==> src/rtl/rcle_pkg.sv <==
package rcle_pkg;

    localparam int unsigned ALPHA     = 26;
    localparam int unsigned TABLES    = 4;             // three rotors and the reflector
    localparam int unsigned MEM_DEPTH = TABLES * ALPHA;
    localparam int unsigned MEM_AW    = $clog2(MEM_DEPTH);
    localparam int unsigned PAIRS     = 5;             // plug pairs per config register
    localparam int unsigned PAIR_W    = 10;
    localparam int unsigned PLUG_W    = PAIRS * PAIR_W;
    localparam int unsigned NOTCH_W   = 15;

    localparam logic [7:0] ASCII_A  = 8'h41;
    localparam logic [7:0] ASCII_Z  = 8'h5a;
    localparam logic [7:0] ASCII_LA = 8'h61;
    localparam logic [7:0] ASCII_LZ = 8'h7a;
    localparam logic [7:0] ASCII_0  = 8'h30;
    localparam logic [7:0] CASE_OFS = 8'h20;

    localparam logic [1:0] KIND_ENCODE = 2'd0;
    localparam logic [1:0] KIND_WRITE  = 2'd1;
    localparam logic [1:0] KIND_SETPOS = 2'd2;

    localparam logic [1:0] TBL_REFLECTOR = 2'd3;

    localparam logic [1:0] CFG_PLUG_FIRST  = 2'd0;
    localparam logic [1:0] CFG_PLUG_SECOND = 2'd1;
    localparam logic [1:0] CFG_NOTCH       = 2'd2;

    localparam logic [1:0] ST_OK         = 2'd0;
    localparam logic [1:0] ST_NOT_LETTER = 2'd1;
    localparam logic [1:0] ST_NO_INVERSE = 2'd2;

    typedef struct packed {
        logic              en;
        logic [MEM_AW-1:0] addr;
        logic [4:0]        data;
    } t_mem_wr;

    function automatic logic [4:0] mod26(input logic [5:0] v);
        logic [5:0] d;
        d = v - 6'(ALPHA);
        return (v >= 6'(ALPHA)) ? d[4:0] : v[4:0];
    endfunction

    // first address of a wiring table in the shared memory
    function automatic logic [MEM_AW-1:0] table_base(input logic [1:0] t);
        return MEM_AW'({30'd0, t} * ALPHA);
    endfunction

endpackage

==> src/rtl/rcle_wiring_mem.sv <==
module rcle_wiring_mem
    import rcle_pkg::*;
(
    input  logic              i_clk,
    input  t_mem_wr           i_wr,
    input  logic [MEM_AW-1:0] i_rd_addr,
    output logic [4:0]        o_rd_data
);

    logic [4:0] r_mem [MEM_DEPTH];
    logic [4:0] r_rd;

    always_ff @(posedge i_clk) begin
        if (i_wr.en) begin
            r_mem[i_wr.addr] <= i_wr.data;
        end
        r_rd <= r_mem[i_rd_addr];
    end

    assign o_rd_data = r_rd;

endmodule

==> src/rtl/rcle_plugboard.sv <==
module rcle_plugboard
    import rcle_pkg::*;
(
    input  logic [PLUG_W-1:0] i_pairs_first,
    input  logic [PLUG_W-1:0] i_pairs_second,
    input  logic [4:0]        i_x,
    output logic [4:0]        o_y
);

    logic [2*PLUG_W-1:0] pairs;
    logic [4:0]          a;
    logic [4:0]          b;

    assign pairs = {i_pairs_second, i_pairs_first};

    // walk from the highest pair down so the lowest matching pair wins
    always_comb begin
        o_y = i_x;
        a   = '0;
        b   = '0;
        for (int k = 2 * PAIRS - 1; k >= 0; k--) begin
            a = pairs[k*PAIR_W +: 5];
            b = pairs[k*PAIR_W + 5 +: 5];
            if (a < 5'(ALPHA) && b < 5'(ALPHA)) begin
                if (i_x == a) begin
                    o_y = b;
                end else if (i_x == b) begin
                    o_y = a;
                end
            end
        end
    end

endmodule

==> src/rtl/rotor_cipher_letter_encoder_unit.sv <==
// Three-rotor letter cipher with one shared wiring memory (rotors 0-2 and the
// reflector, 104 five-bit entries, one registered read per cycle). A wiring
// write, a position set or a rejected byte goes from idle straight to the done
// state and then into the output register. An encode walks the memory: the
// forward path through three rotors and the reflector, then an inverse search
// per rotor that reads one entry a cycle and ends at the match or after the last
// entry, then the plugboard and the result. The inverse search on the single
// read port sets the length of an encode. Wiring entries must be written before
// an encode reads them. A finished result waits in an output register while the
// next transaction is taken.
module rotor_cipher_letter_encoder_unit
    import rcle_pkg::*;
(
    input  logic          i_clk,
    input  logic          i_rst_n,
    input  logic          i_cfg_we,
    input  logic [1:0]    i_cfg_idx,
    input  logic [49:0]   i_cfg_data,
    input  logic          i_in_valid,
    output logic          o_in_ready,
    input  logic [1:0]    i_kind,
    input  logic [7:0]    i_letter_in,
    input  logic [1:0]    i_table_select,
    input  logic [4:0]    i_entry_index,
    input  logic [4:0]    i_entry_value,
    output logic          o_out_valid,
    input  logic          i_out_ready,
    output logic [7:0]    o_letter_out,
    output logic [1:0]    o_status
);

    localparam logic [2:0] S_IDLE  = 3'd0;
    localparam logic [2:0] S_FADDR = 3'd1;
    localparam logic [2:0] S_FDATA = 3'd2;
    localparam logic [2:0] S_BACK  = 3'd3;
    localparam logic [2:0] S_PLUG  = 3'd4;
    localparam logic [2:0] S_DONE  = 3'd5;

    logic [2:0]          r_state;
    logic [1:0]          r_rot;
    logic [4:0]          r_idx;
    logic                r_chk_v;
    logic [4:0]          r_chk_idx;
    logic [4:0]          r_x;
    logic [4:0]          r_pos [3];
    logic [PLUG_W-1:0]   r_plug_first;
    logic [PLUG_W-1:0]   r_plug_second;
    logic [NOTCH_W-1:0]  r_notch;
    logic [7:0]          r_res_letter;
    logic [1:0]          r_res_status;
    logic                r_out_valid;
    logic [7:0]          r_out_letter;
    logic [1:0]          r_out_status;

    logic                in_accept;
    logic                out_load;
    logic [7:0]          upper;
    logic                is_letter;
    logic [7:0]          letter_ofs;
    logic [4:0]          eval;
    logic [4:0]          cur_pos;
    logic [MEM_AW-1:0]   base;
    logic [MEM_AW-1:0]   rd_addr;
    logic [4:0]          rd_data;
    logic [4:0]          plug_in;
    logic [4:0]          plug_out;
    logic [4:0]          back_res;
    logic [4:0]          n_pos [3];
    t_mem_wr             mem_wr;

    assign o_in_ready = (r_state == S_IDLE);
    assign in_accept  = i_in_valid && o_in_ready;
    assign out_load   = (r_state == S_DONE) && (!r_out_valid || i_out_ready);

    always_comb begin
        upper = i_letter_in;
        if (i_letter_in inside {[ASCII_LA:ASCII_LZ]}) begin
            upper = i_letter_in - CASE_OFS;
        end
        is_letter  = upper inside {[ASCII_A:ASCII_Z]};
        letter_ofs = upper - ASCII_A;
    end

    assign eval = mod26({1'b0, i_entry_value});

    always_comb begin
        case (r_rot)
            2'd0:    cur_pos = r_pos[0];
            2'd1:    cur_pos = r_pos[1];
            2'd2:    cur_pos = r_pos[2];
            default: cur_pos = '0;
        endcase
    end

    assign base = table_base(r_rot);

    always_comb begin
        if (r_state == S_BACK) begin
            rd_addr = base + MEM_AW'(r_idx);
        end else begin
            rd_addr = base + MEM_AW'(mod26({1'b0, r_x} + {1'b0, cur_pos}));
        end
    end

    assign back_res = mod26({1'b0, r_chk_idx} + 6'(ALPHA) - {1'b0, cur_pos});

    always_comb begin
        mem_wr.en   = in_accept && (i_kind == KIND_WRITE) && (i_entry_index < 5'(ALPHA));
        mem_wr.addr = table_base(i_table_select) + MEM_AW'(i_entry_index);
        mem_wr.data = eval;
    end

    assign plug_in = (r_state == S_IDLE) ? letter_ofs[4:0] : r_x;

    // odometer step: a rotor carries when it lands on its notch
    always_comb begin
        n_pos[0] = mod26({1'b0, r_pos[0]} + 6'd1);
        n_pos[1] = r_pos[1];
        n_pos[2] = r_pos[2];
        if (n_pos[0] == r_notch[4:0]) begin
            n_pos[1] = mod26({1'b0, r_pos[1]} + 6'd1);
            if (n_pos[1] == r_notch[9:5]) begin
                n_pos[2] = mod26({1'b0, r_pos[2]} + 6'd1);
            end
        end
    end

    rcle_wiring_mem u_mem (
        .i_clk     (i_clk),
        .i_wr      (mem_wr),
        .i_rd_addr (rd_addr),
        .o_rd_data (rd_data)
    );

    rcle_plugboard u_plug (
        .i_pairs_first  (r_plug_first),
        .i_pairs_second (r_plug_second),
        .i_x            (plug_in),
        .o_y            (plug_out)
    );

    always_ff @(posedge i_clk) begin
        if (!i_rst_n) begin
            r_plug_first  <= '0;
            r_plug_second <= '0;
            r_notch       <= '0;
        end else if (i_cfg_we) begin
            case (i_cfg_idx)
                CFG_PLUG_FIRST:  r_plug_first  <= i_cfg_data[PLUG_W-1:0];
                CFG_PLUG_SECOND: r_plug_second <= i_cfg_data[PLUG_W-1:0];
                CFG_NOTCH:       r_notch       <= i_cfg_data[NOTCH_W-1:0];
                default:         ;
            endcase
        end
    end

    // output register: load a finished result, drop it once taken
    always_ff @(posedge i_clk) begin
        if (!i_rst_n) begin
            r_out_valid <= 1'b0;
        end else if (out_load) begin
            r_out_valid  <= 1'b1;
            r_out_letter <= r_res_letter;
            r_out_status <= r_res_status;
        end else if (i_out_ready) begin
            r_out_valid <= 1'b0;
        end
    end

    always_ff @(posedge i_clk) begin
        if (!i_rst_n) begin
            r_state     <= S_IDLE;
            r_rot       <= '0;
            r_idx       <= '0;
            r_chk_v     <= 1'b0;
            r_pos[0]    <= '0;
            r_pos[1]    <= '0;
            r_pos[2]    <= '0;
        end else begin
            case (r_state)
                S_IDLE: begin
                    if (in_accept) begin
                        case (i_kind)
                            KIND_ENCODE: begin
                                if (is_letter) begin
                                    r_x     <= plug_out;
                                    r_rot   <= '0;
                                    r_state <= S_FADDR;
                                end else begin
                                    r_res_letter <= '0;
                                    r_res_status <= ST_NOT_LETTER;
                                    r_state      <= S_DONE;
                                end
                            end
                            KIND_SETPOS: begin
                                r_res_letter <= '0;
                                r_res_status <= ST_OK;
                                r_state      <= S_DONE;
                                case (i_table_select)
                                    2'd0:    r_pos[0] <= eval;
                                    2'd1:    r_pos[1] <= eval;
                                    2'd2:    r_pos[2] <= eval;
                                    default: ;
                                endcase
                            end
                            default: begin
                                r_res_letter <= '0;
                                r_res_status <= ST_OK;
                                r_state      <= S_DONE;
                            end
                        endcase
                    end
                end
                S_FADDR: begin
                    r_state <= S_FDATA;
                end
                S_FDATA: begin
                    r_x <= rd_data;
                    if (r_rot == TBL_REFLECTOR) begin
                        r_rot   <= 2'd2;
                        r_idx   <= '0;
                        r_chk_v <= 1'b0;
                        r_state <= S_BACK;
                    end else begin
                        r_rot   <= r_rot + 2'd1;
                        r_state <= S_FADDR;
                    end
                end
                S_BACK: begin
                    if (r_chk_v && rd_data == r_x) begin
                        r_x     <= back_res;
                        r_idx   <= '0;
                        r_chk_v <= 1'b0;
                        if (r_rot == 2'd0) begin
                            r_state <= S_PLUG;
                        end else begin
                            r_rot <= r_rot - 2'd1;
                        end
                    end else if (r_chk_v && r_chk_idx == 5'(ALPHA - 1)) begin
                        // no inverse: report it, rotors still advance
                        r_res_letter <= ASCII_0;
                        r_res_status <= ST_NO_INVERSE;
                        r_pos        <= n_pos;
                        r_state      <= S_DONE;
                    end else begin
                        r_chk_v   <= 1'b1;
                        r_chk_idx <= r_idx;
                        r_idx     <= r_idx + 5'd1;
                    end
                end
                S_PLUG: begin
                    r_res_letter <= 8'(plug_out) + ASCII_A;
                    r_res_status <= ST_OK;
                    r_pos        <= n_pos;
                    r_state      <= S_DONE;
                end
                S_DONE: begin
                    if (out_load) begin
                        r_state <= S_IDLE;
                    end
                end
                default: begin
                    r_state <= S_IDLE;
                end
            endcase
        end
    end

    assign o_out_valid  = r_out_valid;
    assign o_letter_out = r_out_letter;
    assign o_status     = r_out_status;

endmodule

==> config.mk <==
export PLATFORM = sky130hd
export DESIGN_NAME = rotor_cipher_letter_encoder_unit
export DESIGN_NICKNAME = d
export VERILOG_FILES = /design/src/rtl/rcle_pkg.sv /design/src/rtl/rcle_wiring_mem.sv /design/src/rtl/rcle_plugboard.sv /design/src/rtl/rotor_cipher_letter_encoder_unit.sv
export SDC_FILE = /design/constraint.sdc
export NUM_CORES = 1
export LEC_CHECK = 0
export CAP_MARGIN = 20
export CORE_ASPECT_RATIO = 1.25
export CORE_MARGIN = 1
export CORE_UTILIZATION = 58
export DETAILED_ROUTE_END_ITERATION = 6
export DONT_BUFFER_PORTS = 1
export GPL_ROUTABILITY_DRIVEN = 0
export PLACE_DENSITY = 0.86
export SLEW_MARGIN = 40
export SYNTH_ARGS = -nofsm -noshare
export SYNTH_HDL_FRONTEND = slang
export SYNTH_HIERARCHICAL = 1
export SYNTH_SLANG_ARGS = --single-unit
==> constraint.sdc <==
create_clock -name i_clk -period 6.73 [get_ports i_clk]
set_input_delay 1.346 -clock i_clk [delete_from_list [all_inputs] [get_ports i_clk]]
set_output_delay 1.346 -clock i_clk [all_outputs]
set_load 0.01 [all_outputs]
==> summary.md <==
| Metric | Value |
|---|---|
| Synth top cells by count | `548 x sky130_fd_sc_hd__edfxtp_1, 327 x sky130_fd_sc_hd__nand2_1, 186 x sky130_fd_sc_hd__nor2_1` |
| CP arrival | `6.98 ns` |
| Final Slew Violations | `0` |
| Number of enable-type register cells in the synthesized netlist | `548` |
| Max-Slew Margin vs Limit | `38.4%` |
| Type of the worst min-delay path | `reg2reg` |
| Cell count after synthesis | `2462` |
| Number of nets still failing antenna checks after routing | `0` |
| Clk buf depth | `3` |
| Fin cells | `3220` |
| Cell with the biggest individual delay on the critical path | `sky130_fd_sc_hd__dfxtp_1` |
| Cell type contributing the most total cell area after synthesis | `sky130_fd_sc_hd__edfxtp_1` |
| Number of global-route vias before repair | `21300` |
| Die footprint | `56400 um^2` |
| WS Path Type | `reg2reg` |
| Routed len/inst | `26.0 um` |
| Number of vias in the routed layout | `21600` |
| Minimum setup slack after placement | `0.368 ns` |
| Worst setup margin | `0.221 ns` |
| Post-DR vias/cell | `6.70` |
| Antenna diode count | `0` |
| Post-DP Area | `33000 um^2` |
| Ratio of cells with drive above 1 in the final layout | `14.0%` |
| CP cell instances | `inv_1 -> ha_1 -> a222oi_1 -> nor2_1 -> ha_1 -> fa_1 -> a21o_1 -> a21oi_1 -> xnor2_1 -> xnor2_1 -> o21bai_1 -> mux2i_1 -> nor2_1 -> or2_2 -> fa_1 -> xnor2_4 -> buf_12 -> and3b_1 -> a22oi_1 -> o21ai_0 -> o221ai_1 -> nand3_1` |
| Number of buffers inserted to repair setup after CTS | `0` |
| Iter 0 DRT Violations | `3039` |
| Sum Neg Setup Slack | `0 ns` |
| Core area | `54900 um^2` |
| Setup repair after global routing missed its margin | `false` |
| Dominant cell by count in the synthesized netlist | `sky130_fd_sc_hd__edfxtp_1` |
| Register bit count reported by yosys | `690` |
| P per Cell Area | `511 nW/um^2` |
| Proportion of synthesized flip-flops having asynchronous set or reset | `0%` |
| Worst supply voltage drop on vdd | `0.000480 V` |
| Nets | `2565` |
| TritonCTS clock tree | `done` |
| Insertion delay of the later-clocked pin in the worst-skew pair | `0.62 ns` |
| Static Leakage | `11.6 nW` |
| Pin count of the biggest net entering global routing | `107` |
| Synthesis warning total | `6` |
| H-tree depth | `3` |
| Estimated wirelength of the detail-placed design | `55700 um` |
| Worst Max-Slew Pin Slew | `0.918 ns` |
| Max-cap check violation count | `0` |
| Max Clk Rate | `154 MHz` |
| # IOs | `91` |
| Number of antenna violations at the first check in global routing | `0` |
| Capturing element type of the critical path | `flip-flop` |
| Post-route cell area | `35100 um^2` |
| Clock-pin slew on the worst setup and hold paths | `0.07 ns` |
| Clock Root Buffer | `sky130_fd_sc_hd__clkbuf_16` |
| Post-route minimum period | `6.51 ns` |
| Average size of a mapped cell | `13.1 um^2` |
| Overflow left after global routing | `0` |
| Cells after DPL | `3100` |
| First-pass detailed-route iteration total | `7` |
| Final total power | `17.9 mW` |
| Die outline width | `213 um` |
| Final worst path period share | `96.7%` |
| Port bufs | `0` |
| Violations in the final reports | `DRC` |
| Cts bufs inserted | `67` |
| Finished Core Util | `64.0%` |
| Outcome | `complete, but fails checks` |
| Worst-path maximum fanout | `22` |
| Number of rows in the core area | `96` |
| Relative area change from synthesis to final layout | `9.16%` |
| Number of remaining DRC errors | `12` |
| Total wire length after detailed routing | `83700 um` |
| Type of origin of the critical path | `flip-flop` |
| Effective utilization at floorplan | `58.6%` |
| Stage delay of the slowest cell on the critical path | `0.55 ns` |
| Part of the Yosys area used for sequential elements | `60.0%` |
| Setup-failing EPs final | `0` |
| Net count after synthesis | `2593` |
| Number of failing hold endpoints at the final stage | `0` |
| Fin Clk Skew | `0.0356 ns` |
| Main flop type after synthesis | `sky130_fd_sc_hd__edfxtp_1` |
| Die Y | `265 um` |
| Share of the synthesized area in the top cell type | `51.1%` |
| Global-route wire length before repair | `126000 um` |
| Data required time at the worst endpoint | `7.20 ns` |
| Worst hold slack | `0.424 ns` |
| Largest cells by area after synthesis | `sky130_fd_sc_hd__edfxtp_1 51%, sky130_fd_sc_hd__mux4_2 9.8%, sky130_fd_sc_hd__dfxtp_1 8.8%, sky130_fd_sc_hd__nand2_1 3.8%, sky130_fd_sc_hd__a21oi_1 2.5%` |
| Overall fraction of global-route tracks in use | `29.9%` |
| Count of different cell masters after synthesis | `90` |
| Cell Area, Synth | `32200 um^2` |
| Count of clock tree sinks | `690` |
## area by class of cell
class | count | area [um^2]
Fill cell | 3745 | 19800
Sequential cell | 690 | 19300
Multi-Input combinational cell | 1584 | 12300
Clock buffer | 86 | 1840
Tap cell | 735 | 920
Timing Repair Buffer | 31 | 322
Clock inverter | 34 | 256
Inverter | 60 | 226
## what timing repair did
action                                  in CTS  in global routing
hold buffers                                 0                  0
gates resized for setup                      0                  3
endpoints found under the setup margin       0                  1
## metal layers
| metal | part of all wire (%) | global-route usage [%] | vias to the layer above |
|---|---|---|---|
| met5 | 0 | 0.0884 | - |
| met4 | 6.6 | 18.9 | 0 |
| met3 | 9.1 | 5.49 | 332 |
| met2 | 50 | 51.1 | 1399 |
| met1 | 34 | 34.8 | 10600 |
| li1 | - | - | 9258 |
## state kept, by name (all words and copies together), names as in the netlist
signal	count
r_idx	5
r_chk_v	1
o_out_valid	1
r_rot	2
o_status	2
u_mem/o_rd_data	5
r_state	3
r_notch	10
r_res_letter	7
o_letter_out	7
r_pos	15
r_plug_first	50
r_res_status	2
r_x	5
r_plug_second	50
u_mem/r_mem	520
r_chk_idx	5
## final timing paths
path	start	to	slack, ns	cells past startpoint
worst min-delay path	r_res_letter[3]	o_letter_out[3]	0.42	0
worst min register to register	r_res_letter[3]	o_letter_out[3]	0.42	0
worst max-delay path	r_rot[0]	u_mem/o_rd_data[4]	0.22	22
worst max register to register	r_rot[0]	u_mem/o_rd_data[4]	0.22	22
## layout by cell type, fill, tap and decap left out, types with 13 or more instances in the layout
master                      instances
sky130_fd_sc_hd__a21o_1            17
sky130_fd_sc_hd__a21oi_1          161
sky130_fd_sc_hd__a22oi_1           31
sky130_fd_sc_hd__buf_4             20
sky130_fd_sc_hd__clkbuf_1          13
sky130_fd_sc_hd__clkbuf_16         70
sky130_fd_sc_hd__clkinv_2          13
sky130_fd_sc_hd__dfxtp_1          142
sky130_fd_sc_hd__edfxtp_1         548
sky130_fd_sc_hd__ha_1              47
sky130_fd_sc_hd__inv_1             59
sky130_fd_sc_hd__mux2i_1           41
sky130_fd_sc_hd__mux4_2           140
sky130_fd_sc_hd__nand2_1          326
sky130_fd_sc_hd__nand2b_1          18
sky130_fd_sc_hd__nand3_1           53
sky130_fd_sc_hd__nor2_1           184
sky130_fd_sc_hd__nor2b_1           18
sky130_fd_sc_hd__nor3_1            47
sky130_fd_sc_hd__nor3b_1           15
sky130_fd_sc_hd__nor4_1            14
sky130_fd_sc_hd__o211ai_1          27
sky130_fd_sc_hd__o21ai_0           40
sky130_fd_sc_hd__o221ai_1          16
sky130_fd_sc_hd__xnor2_1           72
sky130_fd_sc_hd__xor2_1            71
## worst max-delay path, delay by kind of cell (launching register included)
| kind | cells | cell delay [ns] |
|---|---|---|
| compound gates | 7 | 1.99 |
| fa+ha+maj | 4 | 1.46 |
| simple gates | 5 | 0.90 |
| xor+xnor | 3 | 0.79 |
| flops | 1 | 0.55 |
| buf+inv | 2 | 0.40 |
| mux | 1 | 0.24 |
## cell families (layout without fill, tap and decap cells)
| kind of cell | Yosys count | count (layout) | share of synthesized area [%] |
|---|---|---|---|
| XOR/XNOR | 148 | 148 | 4.11 |
| buffers and inverters | 188 | 211 | 2.61 |
| multiplexers | 189 | 189 | 11.4 |
| adder cells (fa/ha/maj) | 52 | 52 | 2.12 |
| AO/OA/AOI/OAI | 438 | 438 | 9.15 |
| AND/OR/NAND/NOR | 756 | 756 | 10.7 |
| flip-flops | 690 | 690 | 60.0 |
| other | 1 | 1 | 0.0117 |
## where the power goes
group	total, mW	switching, mW	internal [mW]
registers	5.00	0.204	4.79
logic	9.30	5.33	3.97
clock network	3.64	1.61	2.03
Power figures use the tool's default switching activity.
